`config.mk`:
```
export PLATFORM = sky130hd
export DESIGN_NAME = deadband_moving_average_top
export DESIGN_NICKNAME = d
export VERILOG_FILES = /design/src/rtl/dma_pkg.sv /design/src/rtl/dma_window.sv /design/src/rtl/dma_avg.sv /design/src/rtl/deadband_moving_average_top.sv
export VERILOG_INCLUDE_DIRS = /design/src /design/src/rtl
export SDC_FILE = /design/constraint.sdc
export NUM_CORES = 1
export LEC_CHECK = 0
export CORE_MARGIN = 2
export CORE_UTILIZATION = 35
export CTS_BUF_LIST = sky130_fd_sc_hd__clkbuf_8
export CTS_CLUSTER_DIAMETER = 200
export DETAILED_ROUTE_END_ITERATION = 12
export DONT_BUFFER_PORTS = 1
export MAX_ROUTING_LAYER = met4
export PLACE_DENSITY_LB_ADDON = 0.05
export SLEW_MARGIN = 20
export SYNTH_ARGS = -nofsm -noshare
export SYNTH_HDL_FRONTEND = slang
export SYNTH_SLANG_ARGS = --single-unit
```
`constraint.sdc`:
```
create_clock -name aclk -period 14.6 [get_ports aclk]
set_clock_uncertainty 0.1 [all_clocks]
set_input_delay 0.73 -clock aclk [delete_from_list [all_inputs] [get_ports aclk]]
set_output_delay 0.73 -clock aclk [all_outputs]
set_load 0.05 [all_outputs]
```
`src/rtl/deadband_moving_average_top_assert.svh`:
```
// Assertion macros shared by the deadband moving average RTL.
// Expects aclk and aresetn in the scope of each use.
`ifndef DEADBAND_MOVING_AVERAGE_TOP_ASSERT_SVH
`define DEADBAND_MOVING_AVERAGE_TOP_ASSERT_SVH

// Same-cycle implication, checked out of reset.
`define DMA_ASSERT_IMPL(label, ante, cons) \
    label: assert property (@(posedge aclk) disable iff (!aresetn) (ante) |-> (cons)) \
        else $error("deadband moving average: same-cycle check failed");

// Next-cycle implication, checked out of reset.
`define DMA_ASSERT_NEXT(label, ante, cons) \
    label: assert property (@(posedge aclk) disable iff (!aresetn) (ante) |=> (cons)) \
        else $error("deadband moving average: next-cycle check failed");

`endif

```
`src/rtl/dma_pkg.sv`:
```
// Types and fixed widths for the deadband moving average.
// No dependencies.
package dma_pkg;

    localparam int SAMPLE_W = 16;
    localparam int WSUM_W   = 19;
    localparam int AVG_W    = 20;
    localparam logic [WSUM_W-1:0] WSUM_MAX = {WSUM_W{1'b1}};

    // Per-item view of the window after the update.
    typedef struct packed {
        logic                accepted;
        logic [SAMPLE_W-1:0] newest;
        logic [SAMPLE_W-1:0] oldest;
    } dma_view_t;

endpackage

```
`src/rtl/dma_window.sv`:
```
// Sample window kept as a shift line (oldest at slot 0), with deadband
// store decision and running sum. Depends on dma_pkg and the assert macros.
`include "deadband_moving_average_top_assert.svh"

module dma_window import dma_pkg::*; #(
    parameter int WINDOW = 8,
    parameter int SUM_W  = 19
) (
    input  logic                aclk,
    input  logic                aresetn,
    input  logic                load_i,
    input  logic [SAMPLE_W-1:0] sample_i,
    input  logic [SAMPLE_W-1:0] thr_i,
    output dma_view_t           view_o,
    output logic [SUM_W-1:0]    sum_o
);

    logic [SAMPLE_W-1:0] slot_reg  [WINDOW];
    logic [SAMPLE_W-1:0] slot_next [WINDOW];
    logic                started_reg;
    logic [SUM_W-1:0]    sum_reg;
    logic [SUM_W-1:0]    sum_next;
    logic [SAMPLE_W-1:0] newest;
    logic [SAMPLE_W-1:0] diff;
    logic                acc;

    assign newest = slot_reg[WINDOW-1];
    assign diff   = (sample_i >= newest) ? sample_i - newest : newest - sample_i;

    always_comb begin
        slot_next = slot_reg;
        sum_next  = sum_reg;
        acc       = 1'b0;
        if (!started_reg) begin
            // first item fills the whole window; later items go through the deadband check
            for (int i = 0; i < WINDOW; i++) begin
                slot_next[i] = sample_i;
            end
            sum_next = SUM_W'(sample_i) * SUM_W'(WINDOW);
            acc      = 1'b1;
        end else if (diff >= thr_i) begin
            // drop the oldest, append the new sample
            for (int i = 0; i < WINDOW - 1; i++) begin
                slot_next[i] = slot_reg[i+1];
            end
            slot_next[WINDOW-1] = sample_i;
            sum_next = sum_reg - SUM_W'(slot_reg[0]) + SUM_W'(sample_i);
            acc      = 1'b1;
        end
    end

    assign view_o.accepted = acc;
    assign view_o.newest   = slot_next[WINDOW-1];
    assign view_o.oldest   = slot_next[0];
    assign sum_o           = sum_next;

    always_ff @(posedge aclk) begin
        if (!aresetn) begin
            started_reg <= 1'b0;
            sum_reg     <= '0;
        end else if (load_i) begin
            started_reg <= 1'b1;
            sum_reg     <= sum_next;
        end
    end

    always_ff @(posedge aclk) begin
        if (load_i) begin
            slot_reg <= slot_next;
        end
    end

    `DMA_ASSERT_IMPL(a_first_item_stored, load_i && !started_reg, view_o.accepted)
    `DMA_ASSERT_NEXT(a_started_after_load, load_i, started_reg)
    `DMA_ASSERT_NEXT(a_sum_held_on_reject, load_i && !view_o.accepted,
                     sum_reg == $past(sum_reg))

endmodule

```
`src/rtl/dma_avg.sv`:
```
// Average with 4 fraction bits: (sum * 16) / WINDOW, truncated, by an exact
// reciprocal multiply. Depends on dma_pkg.
module dma_avg import dma_pkg::*; #(
    parameter int WINDOW = 8,
    parameter int SUM_W  = 19
) (
    input  logic [SUM_W-1:0] sum_i,
    output logic [AVG_W-1:0] avg_o
);

    localparam int N   = SUM_W + 4;
    localparam int L   = $clog2(WINDOW);
    localparam int SH  = N + L;
    localparam int MW  = N + 1;
    localparam int PW  = N + MW;
    // ceil(2^SH / WINDOW) gives an exact quotient for every N-bit dividend
    localparam longint unsigned RECIP = ((64'd1 << SH) + 64'(WINDOW) - 64'd1) / 64'(WINDOW);

    logic [N-1:0]  scaled;
    logic [MW-1:0] recip;
    logic [PW-1:0] prod;

    assign scaled = {sum_i, 4'b0000};
    assign recip  = MW'(RECIP);
    assign prod   = PW'(scaled) * PW'(recip);
    assign avg_o  = prod[SH +: AVG_W];

endmodule

```
`src/rtl/deadband_moving_average_top.sv`:
```
// Top level of the deadband moving average: input register, window update,
// result register and average. Depends on dma_pkg, dma_window, dma_avg.
//
//  channel | ports                         | handshake
//  --------+-------------------------------+------------------------
//  input   | s_sample                      | s_valid / s_ready
//  result  | m_accepted .. m_average_q4    | m_valid / m_ready
//  config  | cfg_wdata (change threshold)  | cfg_we, no wait
//
// One item per cycle sustained while m_ready does not stall the result;
// items pass the input register, then the result register. The window
// update (compare, add/subtract) sits between them; the average multiply
// follows the result register. Synchronous active-low reset clears the
// window's started flag, sum, threshold and both valid flags. A stalled
// result holds the input register, which keeps taking items while the result stage has room.
`include "deadband_moving_average_top_assert.svh"

module deadband_moving_average_top import dma_pkg::*; #(
    parameter int WINDOW = 8
) (
    input  logic                aclk,
    input  logic                aresetn,
    input  logic                cfg_we,
    input  logic [SAMPLE_W-1:0] cfg_wdata,
    input  logic                s_valid,
    output logic                s_ready,
    input  logic [SAMPLE_W-1:0] s_sample,
    output logic                m_valid,
    input  logic                m_ready,
    output logic                m_accepted,
    output logic [SAMPLE_W-1:0] m_newest_value,
    output logic [SAMPLE_W-1:0] m_oldest_value,
    output logic [WSUM_W-1:0]   m_window_sum,
    output logic [AVG_W-1:0]    m_average_q4
);

    localparam int SUM_W = SAMPLE_W + $clog2(WINDOW);
    localparam int EXT_W = (SUM_W > WSUM_W) ? SUM_W : WSUM_W;

    logic [SAMPLE_W-1:0] thr_reg;
    logic                in_valid_reg;
    logic [SAMPLE_W-1:0] in_sample_reg;
    logic                res_valid_reg;
    dma_view_t           res_view_reg;
    logic [SUM_W-1:0]    res_sum_reg;
    logic                adv;
    dma_view_t           view;
    logic [SUM_W-1:0]    sum;
    logic [EXT_W-1:0]    sum_ext;

    assign adv     = in_valid_reg && (!res_valid_reg || m_ready);
    assign s_ready = !in_valid_reg || adv;

    always_ff @(posedge aclk) begin
        if (!aresetn) begin
            thr_reg       <= '0;
            in_valid_reg  <= 1'b0;
            res_valid_reg <= 1'b0;
        end else begin
            if (cfg_we) begin
                thr_reg <= cfg_wdata;
            end
            if (s_valid && s_ready) begin
                in_valid_reg <= 1'b1;
            end else if (adv) begin
                in_valid_reg <= 1'b0;
            end
            if (adv) begin
                res_valid_reg <= 1'b1;
            end else if (m_ready) begin
                res_valid_reg <= 1'b0;
            end
        end
    end

    always_ff @(posedge aclk) begin
        if (s_valid && s_ready) begin
            in_sample_reg <= s_sample;
        end
        if (adv) begin
            res_view_reg <= view;
            res_sum_reg  <= sum;
        end
    end

    dma_window #(
        .WINDOW (WINDOW),
        .SUM_W  (SUM_W)
    ) u_window (
        .aclk     (aclk),
        .aresetn  (aresetn),
        .load_i   (adv),
        .sample_i (in_sample_reg),
        .thr_i    (thr_reg),
        .view_o   (view),
        .sum_o    (sum)
    );

    dma_avg #(
        .WINDOW (WINDOW),
        .SUM_W  (SUM_W)
    ) u_avg (
        .sum_i (res_sum_reg),
        .avg_o (m_average_q4)
    );

    // saturate the reported sum at the 19-bit range
    assign sum_ext        = EXT_W'(res_sum_reg);
    assign m_window_sum   = (sum_ext > EXT_W'(WSUM_MAX)) ? WSUM_MAX : sum_ext[WSUM_W-1:0];
    assign m_valid        = res_valid_reg;
    assign m_accepted     = res_view_reg.accepted;
    assign m_newest_value = res_view_reg.newest;
    assign m_oldest_value = res_view_reg.oldest;

    `DMA_ASSERT_IMPL(a_stall_only_when_full, !s_ready,
                     in_valid_reg && res_valid_reg && !m_ready)
    `DMA_ASSERT_NEXT(a_advance_fills_result, adv, res_valid_reg)

endmodule
```
==> results.tsv, run 1 <==
stage	metric	value	unit
clock_tree	cts_root_buf	clkbuf_8	
setup_path	cp.arrival	6.80	ns
sta	timing.final.ws_setup	7.86	ns
worst_hold_path	min_path_type	in2reg	
finish	final_core_util	38.2	%
worst_hold_path	hold_path_depth	0	
clock_tree	clkSinkCount	202	
drt	via_per_inst	4.88	
placed_design	place_congestion	0.848	
floorplanning	core-area	32400	sq um
setup_path	rrSetupSlack	7.86	ns
sta	worstMarginPinSlew	1.08	ns
synth	synthCells	1171	
power	p_seq_share	44.3	%
synth	seq_area_frac_synth	49.6	%
sta	slew_viol_final	0	
sta	tns	0	ns
setup_path	rr_endpoint	u_window.newest[10]$_DFFE_PP_	
drt	drtAntennaViolNets	0	
finish	final_nets	1247	
synth	synthFlopType	edfxtp_1	
clock_tree	ctsResizeCount	0	
worst_hold_path	min_to	in_sample_reg[14]$_DFFE_PP_	
sta	rsz0062_at_grt	false	
global_routing	track_usage	18.8	%
finish	syn_to_final_growth	8.02	%
synth	synth_cell_types	69	
global_routing	globalRouteOverflowTotal	0	
sta	slew_headroom	28.1	%
setup_path	worstSetupPathType	reg2reg	
floorplanning	rows	66	
power	power-per-cell-area	137	nW/um^2
clock_tree	cts_setup_buffers	0	
setup_path	cp.required	14.66	ns
outcome	status	finished, final reports clean	
setup_path	cp-start-kind	register	
drt	drtPass1Iterations	5	
finish	n_antenna_cell	0	
power	pwr-share-comb	22.4	%
synth	ys_seq_elements	202	
clock_tree	cts_buffers	39	
clock_tree	htreeDepth	2	
flow_run	cap_viol_max_count	0	
power	power.leakage	5.12	nW
finish	drive_gt1_share	7.35	%
placed_design	preCtsSetupSlack	7.24	ns
worst_hold_path	hold_start	s_sample[14]	
synth	synth_fp_nets	1292	
placed_design	hpwlAfterDp	21900	um
power	swShare	34.0	%
global_routing	grt_pass1_vias	7767	
power	clkPwrFrac	33.3	%
power	ir_drop	68.0	uV
setup_path	r2r-start	u_window.newest[13]$_DFFE_PP_	
sta	holdWs	0.173	ns
global_routing	antenna_found_initial	1	
synth	syn_avg_cell_area	9.78	sq um
clock_tree	cts_tree	done	
floorplanning	io_pins	111	
setup_path	crit_path_end_kind	register	
power	p_int	1.12	mW
sta	post-route-period-util	46.2	%
drt	wl_per_cell	19.3	um
placed_design	portBuffers	0	
floorplanning	initial_core_util	35.4	%
synth	yosys_warnings	0	
finish	final_common_cell	nand2_1	
sta	min_period	6.74	ns
setup_path	critPathMaxFanout	57	
setup_path	ff2ff_path_depth	16	
finish	layout_common_cells	251 x nand2_1, 164 x edfxtp_1, 123 x inv_1, 68 x o21ai_0	
synth	synthArstFlopShare	0	%
global_routing	grt_pass1_wl	47000	um
sta	clock.fmax	148	MHz
clock_tree	clock_latency	0.55	ns
floorplanning	die_h	185	um
drt	via_count	7799	
drt	finalWirelength	30800	um
drt	drc	0	
clock_tree	clk_path_buf_depth	3	
global_routing	grt_start_max_net_pins	66	
floorplanning	die_x	185	um
finish	largest_register_ffs	112	
synth	synth_edf_count	164	
clock_tree	cts_hold_buf	0	
clock_tree	path_clk_slew	0.07	ns
sta	hold_violations	0	
power	power	1.69	mW
drt	drt_iter0_markers	481	
power	switchingPower	0.574	mW
synth	synth_area	11500	sq um
sta	setup_violations	0	
floorplanning	fp.dieArea	34200	sq um
[worst max-delay path by stage]
stage,depth (start not counted),start,slack (ns),endpoint
CTS,16,u_window.newest[13]$_DFFE_PP_,7.21,u_window.slot_reg[38]$_DFFE_PP_
detailed placement,16,u_window.newest[13]$_DFFE_PP_,7.24,u_window.newest[8]$_DFFE_PP_
global placement,16,u_window.newest[13]$_DFFE_PP_,7.33,u_window.slot_reg[40]$_DFFE_PP_
finish,16,u_window.newest[13]$_DFFE_PP_,7.86,u_window.newest[10]$_DFFE_PP_
global route,16,u_window.newest[9]$_DFFE_PP_,7.43,u_window.slot_reg[38]$_DFFE_PP_
floorplan,20,in_sample_reg[0]$_DFFE_PP_,4.03,u_window.sum_reg[15]$_SDFFE_PN0P_
[kinds of logic after synthesis]
family	Yosys count	share of synthesized area (%)
xor+xnor	24	1.83
flops	202	49.6
other cells	1	0.0327
compound gates	239	13.6
simple gates	387	14.0
mux	26	2.30
fa+ha+maj	84	10.4
buf+inv	208	8.20
[worst max-delay path: stages (launching register included)]
cell and delay, ns:
edfxtp_1 0.71, inv_1 0.15, ha_1 0.47, a21oi_4 0.21, nand2b_1 0.07, or4_4 0.52, o22ai_2 0.65, mux2i_1 0.29
xor2_1 0.09, ha_1 0.30, o21ai_0 0.09, a21oi_1 0.21, nand3_1 0.17, o21a_1 0.42, a21oi_4 0.50, buf_4 0.62
buf_4 0.71
[synthesized netlist by cell type, types with 10 or more instances]
master | number | area [sq um]
o21ai_0 | 68 | 340
mux2i_1 | 23 | 230
clkbuf_1 | 48 | 180
fa_1 | 18 | 360
xor2_1 | 11 | 96.3
dfxtp_1 | 38 | 761
ha_1 | 66 | 826
a21o_1 | 16 | 120
edfxtp_1 | 164 | 4920
buf_2 | 10 | 50.1
inv_1 | 112 | 420
nand3_1 | 17 | 85.1
nor2_1 | 66 | 248
a21oi_1 | 58 | 290
nand2_1 | 251 | 942
nor3_1 | 12 | 60.1
xnor2_1 | 13 | 114
buf_4 | 33 | 248
[through the flow]
stage          std cells  instance area [sq um]
2_1_floorplan       1171                  11500
3_3_place_gp        1525                  11600
3_5_place_dp        1526                  11600
4_1_cts             1597                  12300
5_1_grt             1598                  12400
6_report            1598                  12400
[layout make-up]
class	count	area, sq um
clock inverters	25	138
fillers	3322	20000
inverters	114	428
well taps	442	553
repair buffers	8	83.8
multi-input cells	761	4850
flip-flops and latches	202	5690
clock buffers	46	633
[power by group through the flow]
| stage | clock network [mW] | logic, mW | registers (mW) |
|---|---|---|---|
| 2_1_floorplan | 0 | 0.326 | 0.721 |
| 4_1_cts | 0.583 | 0.380 | 0.750 |
| 6_report | 0.563 | 0.378 | 0.748 |
| 5_1_grt | 0.606 | 0.426 | 0.754 |
| 3_5_place_dp | 0 | 0.377 | 0.761 |
| 3_3_place_gp | 0 | 0.377 | 0.761 |
[metal layers]
layer / vias up / routed length (um) / track usage [%]
met1: 3702 / 15200 / 25.6
li1: 3900 / - / -
met3: 39 / 1460 / 3.76
met2: 158 / 13700 / 28.7
met4: 0 / 527 / 4.60
met5: - / 0 / -
Power figures use the tool's default switching activity.
==> run 2: changes to the inputs <==
ABC_AREA = 1   (was not set)
clock period = 6.55 ns   (was 14.6 ns; I/O delays follow)
==> run 2 against run 1 <==
  * Clock power increased by 110%
  * Register-to-register slack got worse by 6.6 ns
  * Combinational power increased by 110%
  * Critical path type unchanged
  * Critical endpoint is now u_window.slot_reg[53]$_DFFE_PP_
  * Total power increased by 120%
  * Core utilization increased by 0.83 points
  * Wire length increased by 3.9%
  * Global-route usage increased by 0.27 points
==> results.tsv, run 2 <==
stage	metric	value	unit	change
outcome	status	finished, final reports clean		
clock_tree	cts_buffers	38		-2.6%
floorplanning	die_h	188	um	+1.6%
clock_tree	clock_latency	0.58	ns	+0.03 ns
finish	final_common_cell	nand2_1		
synth	yosys_warnings	0		unchanged
sta	rsz0062_at_grt	false		
sta	min_period	5.27	ns	-1.47 ns
sta	slew_viol_final	0		unchanged
global_routing	grt_pass1_vias	8621		+11%
global_routing	globalRouteOverflowTotal	0		unchanged
flow_run	cap_viol_max_count	0		unchanged
setup_path	critical_path.slowest_cell	edfxtp_1		
clock_tree	cts_hold_buf	36		+36
drt	drc	0		unchanged
setup_path	worstSetupPathType	reg2reg		
floorplanning	io_pins	111		unchanged
clock_tree	path_clk_slew	0.06	ns	about the same
floorplanning	fp.dieArea	35300	sq um	+3.1%
global_routing	grt_start_max_net_pins	90		+36%
synth	synthFlopType	edfxtp_1		
power	switchingPower	1.24	mW	+120%
synth	seq_area_frac_synth	48.1	%	-1.5 points
floorplanning	die_x	188	um	+1.6%
setup_path	crit_chain	inv_1, ha_1, a21oi_1, o21ai_1, a21oi_2, inv_2, nand2_2, nand3_4, inv_4, nand2_2, nand2_1, nand2_1, nand2_1, inv_1, ha_1, nand2_1, inv_1, nand3_1, nor3_2, nand2_2, nand4_4, nand2_2, inv_6, buf_4		
clock_tree	cts_setup_buffers	0		unchanged
placed_design	placed_cell_area	12000	sq um	+3.3%
finish	drive_gt1_share	5.96	%	-1.4 points
clock_tree	cts_root_buf	clkbuf_8		
worst_hold_path	min_path_type	in2reg		
finish	n_antenna_cell	0		unchanged
synth	synth_edf_count	164		unchanged
drt	via_per_inst	4.65		-4.8%
setup_path	path_buf_inv	7		+4
synth	synth_area_leaders	edfxtp_1 42%, nand2_1 15%, ha_1 7.0%		
synth	synth_cell_types	42		-39%
finish	largest_register_ffs	112		unchanged
sta	worstMarginPinSlew	0.998	ns	-0.0830 ns
synth	syn_avg_cell_area	8.43	sq um	-14%
sta	clock.fmax	190	MHz	+28%
finish	final_core_util	39.1	%	+0.83 points
power	power-per-cell-area	279	nW/um^2	+100%
power	power	3.64	mW	+120%
sta	hold_violations	0		unchanged
drt	wl_per_cell	17.1	um	-11%
clock_tree	clk_path_buf_depth	3		unchanged
floorplanning	core-area	33400	sq um	+3.1%
clock_tree	ctsResizeCount	0		unchanged
synth	synth_common_cells	469 x nand2_1, 210 x inv_1, 164 x edfxtp_1, 79 x a21oi_1, 69 x nor2_1		
setup_path	cpPeakStageDelay	0.70	ns	about the same
global_routing	antenna_found_initial	0		-1
setup_path	cp.required	6.68	ns	-7.98 ns
drt	drtPass1Iterations	4		-1
finish	final_nets	1521		+22%
clock_tree	cts_tree	done		
synth	synth_top_area_share	41.7	%	-1.3 points
drt	drtAntennaViolNets	0		unchanged
sta	tns	0	ns	unchanged
power	swShare	34.2	%	+0.21 points
power	clkPwrFrac	32.4	%	-0.9 points
clock_tree	htreeDepth	2		unchanged
synth	yosysTopAreaCell	edfxtp_1		
synth	synthArstFlopShare	0	%	unchanged
setup_path	cp-start-kind	register		
floorplanning	initial_core_util	35.4	%	+0.045 points
drt	via_count	8705		+12%
synth	synthCells	1403		+20%
power	power.leakage	5.90	nW	+15%
placed_design	hpwlAfterDp	23400	um	+6.6%
sta	slew_headroom	33.4	%	+5.4 points
power	p_int	2.40	mW	+110%
power	pwr-share-comb	22.1	%	-0.3 points
sta	post-route-period-util	80.5	%	+34 points
synth	ys_seq_elements	202		unchanged
drt	drt_iter0_markers	447		-7.1%
placed_design	place_congestion	0.866		+2.1%
global_routing	track_usage	19.0	%	+0.27 points
setup_path	crit_path_end_kind	register		
setup_path	critPathMaxFanout	37		-35%
power	p_seq_share	45.4	%	+1.1 points
sta	setup_violations	0		unchanged
finish	syn_to_final_growth	10.2	%	
setup_path	cp.arrival	5.40	ns	-1.40 ns
floorplanning	rows	67		+1.5%
setup_path	critical_path.top_delay_family	simple AND/OR/NAND/NOR gates		
finish	layout_common_cells	469 x nand2_1, 219 x inv_1, 164 x edfxtp_1, 79 x a21oi_1, 69 x nor2_1		
placed_design	portBuffers	0		unchanged
synth	synth.most_common_cell	nand2_1		
synth	synth_fp_nets	1524		+18%
drt	finalWirelength	32000	um	+3.9%
global_routing	grt_pass1_wl	49500	um	+5.3%
finish	fill_cells	3500		+5.4%
finish	final_cell_area	13000	sq um	+5.3%
synth	synth_area	11800	sq um	+3.2%
clock_tree	clkSinkCount	202		unchanged
power	ir_drop	168	uV	+150%
run 2: cell count changes after synthesis, moves of 11 or more:
| cell | change |
|---|---|
| nand2_2 | +12 |
| clkbuf_1 | -15 |
| nand2_1 | +218 |
| nand3_1 | +33 |
| xnor2_1 | -11 |
| a21oi_1 | +21 |
| inv_1 | +98 |
| mux2i_1 | -23 |
| a21o_1 | -14 |
run 2: worst paths after layout:
kind                                                   startpoint                           endpoint  slack (ns)  cells past startpoint
worst max-delay path                 u_window.newest[5]$_DFFE_PP_    u_window.slot_reg[53]$_DFFE_PP_        1.28                     24
worst max register to register       u_window.newest[5]$_DFFE_PP_    u_window.slot_reg[53]$_DFFE_PP_        1.28                     24
worst min register to register  u_window.sum_reg[13]$_SDFFE_PN0P_  u_window.sum_reg[13]$_SDFFE_PN0P_        0.37                      2
worst min-delay path                                      aresetn  u_window.started_reg$_SDFFE_PN0P_        0.18                      2
run 2: area by class of cell:
type                       instances  area [sq um]  share of cell area (%)
clock buffer                      39           537                    4.12
clock inverter                    27           169                    1.30
inverter                         216           818                    6.28
multi-input combinational        899          4830                    37.1
sequential                       202          5690                    43.7
tap                              448           561                    4.30
timing repair buffer              43           425                    3.26
run 2: logic make-up (layout without fill, tap and decap cells):
| group | Yosys count | after routing | synth area share (%) |
|---|---|---|---|
| other | 1 | 1 | 0.0317 |
| AOI/OAI and AO/OA | 172 | 172 | 7.84 |
| and+or+nand+nor | 622 | 622 | 21.5 |
| adders and majority gates | 84 | 84 | 10.0 |
| DFF | 202 | 202 | 48.1 |
| xor gates and xnor gates | 20 | 20 | 1.48 |
| buffers and inverters | 302 | 325 | 11.0 |
run 2: metrics by stage:
stage / hold WS, ns / std cells / setup slack (ns)
CTS: 0.156 / 1874 / 1.24
detailed placement: 0.326 / 1772 / 1.27
finish: 0.181 / 1874 / 1.28
global route: 0.213 / 1874 / 0.793
floorplan: 0.326 / 1403 / 0.253
global placement: 0.326 / 1772 / 1.26
run 2: power by group through the flow:
stage          Clock [mW]  Sequential [mW]  Combinational (mW)
4_1_cts              1.23             1.66               0.821
2_1_floorplan           0             1.59               0.686
3_5_place_dp            0             1.68               0.798
6_report             1.18             1.65               0.806
5_1_grt              1.28             1.66               0.927
3_3_place_gp            0             1.68               0.797
run 2: layer usage:
metal	track usage [%]	up-vias	routed length [um]	part of all wire (%)
li1	-	4430	-	-
met1	24.3	4079	14800	46
met2	30.7	157	15200	48
met3	4.25	39	1400	4.4
met4	4.94	0	592	1.8
met5	-	-	0	0
==> run 3: changes to the inputs <==
ABC_AREA = 0   (was 1)
clock period = 4.2 ns   (was 6.55 ns; I/O delays follow)
==> run 3 against run 2 <==
  * Non-clock buffer count rose by 211
  * Via count rose by 2.5%
  * Critical path type unchanged
  * Worst setup slack got worse by 1.6 ns
  * Die area fell by 3.0%
  * Global-route usage rose by 1.4 points
  * Count of clock-buffer cells in the layout rose by 4
  * Highest routed layer unchanged
  * Core utilization rose by 7.3 points
  * The run now ends with negative setup slack left
==> results.tsv, run 3 (synthesis results as in run 1) <==
stage	metric	value	unit	change
finish	syn_to_final_growth	30.9	%	
outcome	status	finished, violations left		
power	p_int	4.33	mW	+81%
drt	via_count	8922		+2.5%
floorplanning	die_h	185	um	-1.5%
power	p_seq_share	38.6	%	-6.8 points
clock_tree	cts_buffers	39		+2.6%
global_routing	grt_use_met3	3.81	%	-0.43 points
drt	drtPass1Iterations	5		+1
sta	worstMarginPinSlew	0.953	ns	-0.0449 ns
power	clkPwrFrac	29.6	%	-2.8 points
sta	slew_viol_final	0		unchanged
global_routing	antenna_found_initial	1		+1
global_routing	gr-max-usage-layer	met2		
setup_path	cp.required	4.34	ns	-2.34 ns
clock_tree	path_clk_slew	0.06	ns	about the same
global_routing	grt_start_max_net_pins	69		-23%
global_routing	grt_pass1_vias	9084		+5.4%
global_routing	grtUsageMet2	32.4	%	+1.7 points
clock_tree	cts_tree	done		
worst_hold_path	hold_start	aresetn		
global_routing	grt_pass1_wl	51500	um	+4.1%
sta	hold_violations	0		unchanged
global_routing	globalRouteOverflowTotal	0		unchanged
floorplanning	fp.dieArea	34200	sq um	-3.0%
sta	min_period	4.56	ns	-0.708 ns
sta	setup_violations	167		+167
clock_tree	clk_path_buf_depth	3		unchanged
placed_design	portBuffers	0		unchanged
drt	finalWirelength	33400	um	+4.3%
outcome	violations	negative setup slack		
placed_design	place_congestion	0.885		+2.2%
floorplanning	core-area	32400	sq um	-3.0%
setup_path	cp.arrival	4.71	ns	-0.69 ns
clock_tree	clkSinkCount	202		unchanged
sta	post-route-period-util	109	%	+28 points
setup_path	worstSetupPathType	reg2reg		
finish	layout_common_cells	239 x nand2_1, 164 x edfxtp_1, 160 x buf_4, 123 x inv_1, 63 x ha_1		
placed_design	hpwlAfterDp	24100	um	+3.3%
flow_run	cap_viol_max_count	0		unchanged
global_routing	track_usage	20.4	%	+1.4 points
drt	wl_per_cell	18.1	um	+6.0%
finish	drive_gt1_share	24.7	%	+19 points
clock_tree	htreeDepth	2		unchanged
drt	drtAntennaViolNets	0		unchanged
sta	rsz0062_at_grt	true		
sta	timing.final.ws_setup	-0.363	ns	-1.64 ns
floorplanning	die_x	185	um	-1.5%
sta	tns	-47.55	ns	-47.55 ns
drt	drc	0		unchanged
power	pwr-share-comb	31.7	%	+9.6 points
floorplanning	initial_core_util	35.4	%	-0.045 points
power	power-per-cell-area	435	nW/um^2	+56%
global_routing	grt_util_met1	26.8	%	+2.6 points
worst_hold_path	min_path_type	in2reg		
power	power	6.53	mW	+79%
finish	final_common_cell	nand2_1		
floorplanning	io_pins	111		unchanged
finish	final_core_util	46.3	%	+7.3 points
setup_path	r2r-start	in_sample_reg[0]$_DFFE_PP_		
setup_path	critPathMaxFanout	7		-81%
sta	slew_headroom	36.4	%	+3.0 points
power	switchingPower	2.20	mW	+77%
floorplanning	rows	66		-1.5%
setup_path	crit_start	in_sample_reg[0]$_DFFE_PP_		
power	power.leakage	6.40	nW	+8.4%
clock_tree	clock_latency	0.56	ns	-0.02 ns
drt	via_per_inst	4.84		+4.2%
placed_design	dp_cells	1695		-4.3%
sta	clock.fmax	219	MHz	+16%
finish	largest_register_ffs	112		unchanged
setup_path	cp-start-kind	register		
power	ir_drop	248	uV	+48%
power	swShare	33.7	%	-0.44 points
clock_tree	cts_root_buf	clkbuf_8		
setup_path	crit_path_end_kind	register		
drt	drt_iter0_markers	438		-2.0%
finish	final_nets	1494		-1.8%
finish	fin_cells	1844		-1.6%
==> run 3: cell count changes in the layout (fill, tap and decap cells not counted), moves of 14 or more <==
cell / delta
a21o_1: +14
a21oi_1: -37
buf_4: +154
buf_6: +27
dlygate4sd3_1: +15
inv_1: -96
mux2i_1: +23
nand2_1: -230
nand3_1: -38
o21ai_0: -23
o21ai_1: +21
==> run 3: through the flow <==
step	setup WS [ns]	hold slack (ns)	cell area, sq um
finish	-0.363	0.146	15000
global route	-0.564	0.149	15000
CTS	-0.398	0.113	14600
detailed placement	-0.612	0.209	12900
global placement	-0.586	0.209	12900
floorplan	-1.76	0.209	11500
==> run 3: what timing repair did <==
action	CTS	global route
endpoints found under the setup margin	167	167
hold buffers	51	0
endpoints found under the hold margin	40	0
buffers inserted	14	14
pin swaps	20	53
cloned	2	3
resized for setup	72	97
==> run 3: path summary, 6_finish.rpt <==
check,to,slack (ns),cells after the start
worst max-delay path,res_sum_reg[8]$_DFFE_PP_,-0.36,22
worst min-delay path,u_window.sum_reg[3]$_SDFFE_PN0P_,0.15,2
worst max register to register,res_sum_reg[8]$_DFFE_PP_,-0.36,22
worst min register to register,u_window.sum_reg[0]$_SDFFE_PN0P_,0.36,2
==> run 3: power groups by stage <==
stage	Clock [mW]	Sequential, mW	Combinational [mW]
2_1_floorplan	0	2.49	1.14
3_3_place_gp	0	2.56	1.63
3_5_place_dp	0	2.56	1.63
4_1_cts	2.00	2.52	1.87
5_1_grt	2.09	2.54	2.27
6_report	1.93	2.52	2.07
==> run 3: area by class of cell <==
class	count	area, sq um
antenna	1	2.50
clock buffer	43	592
clock inverter	26	164
fill	3195	17400
inverter	114	428
multi-input combinational	762	5270
sequential	202	5690
tap	442	553
timing repair buffer	254	2310
==> run 3: worst max-delay path, stage by stage, from the launching register on <==
cell	delay [ns]
edfxtp_1	0.39
inv_2	0.09
ha_4	0.14
inv_2	0.04
fa_2	0.41
a21oi_4	0.17
o22ai_2	0.11
o211a_1	0.27
buf_6	0.14
o22a_4	0.20
a311oi_2	0.28
a21oi_2	0.08
xor2_2	0.19
ha_1	0.32
nand2_2	0.09
nor2_4	0.14
nand3_4	0.11
buf_6	0.15
o21ai_4	0.27
buf_4	0.17
buf_6	0.08
mux2i_1	0.17
o21ai_1	0.12
==> run 3: metal layers <==
metal / part of all wire (%) / wire length [um] / vias to the layer above
met5: 0 / 0 / -
met3: 4.3 / 1430 / 55
li1: - / - / 4394
met4: 2.4 / 815 / 0
met1: 47 / 15600 / 4291
met2: 46 / 15500 / 182
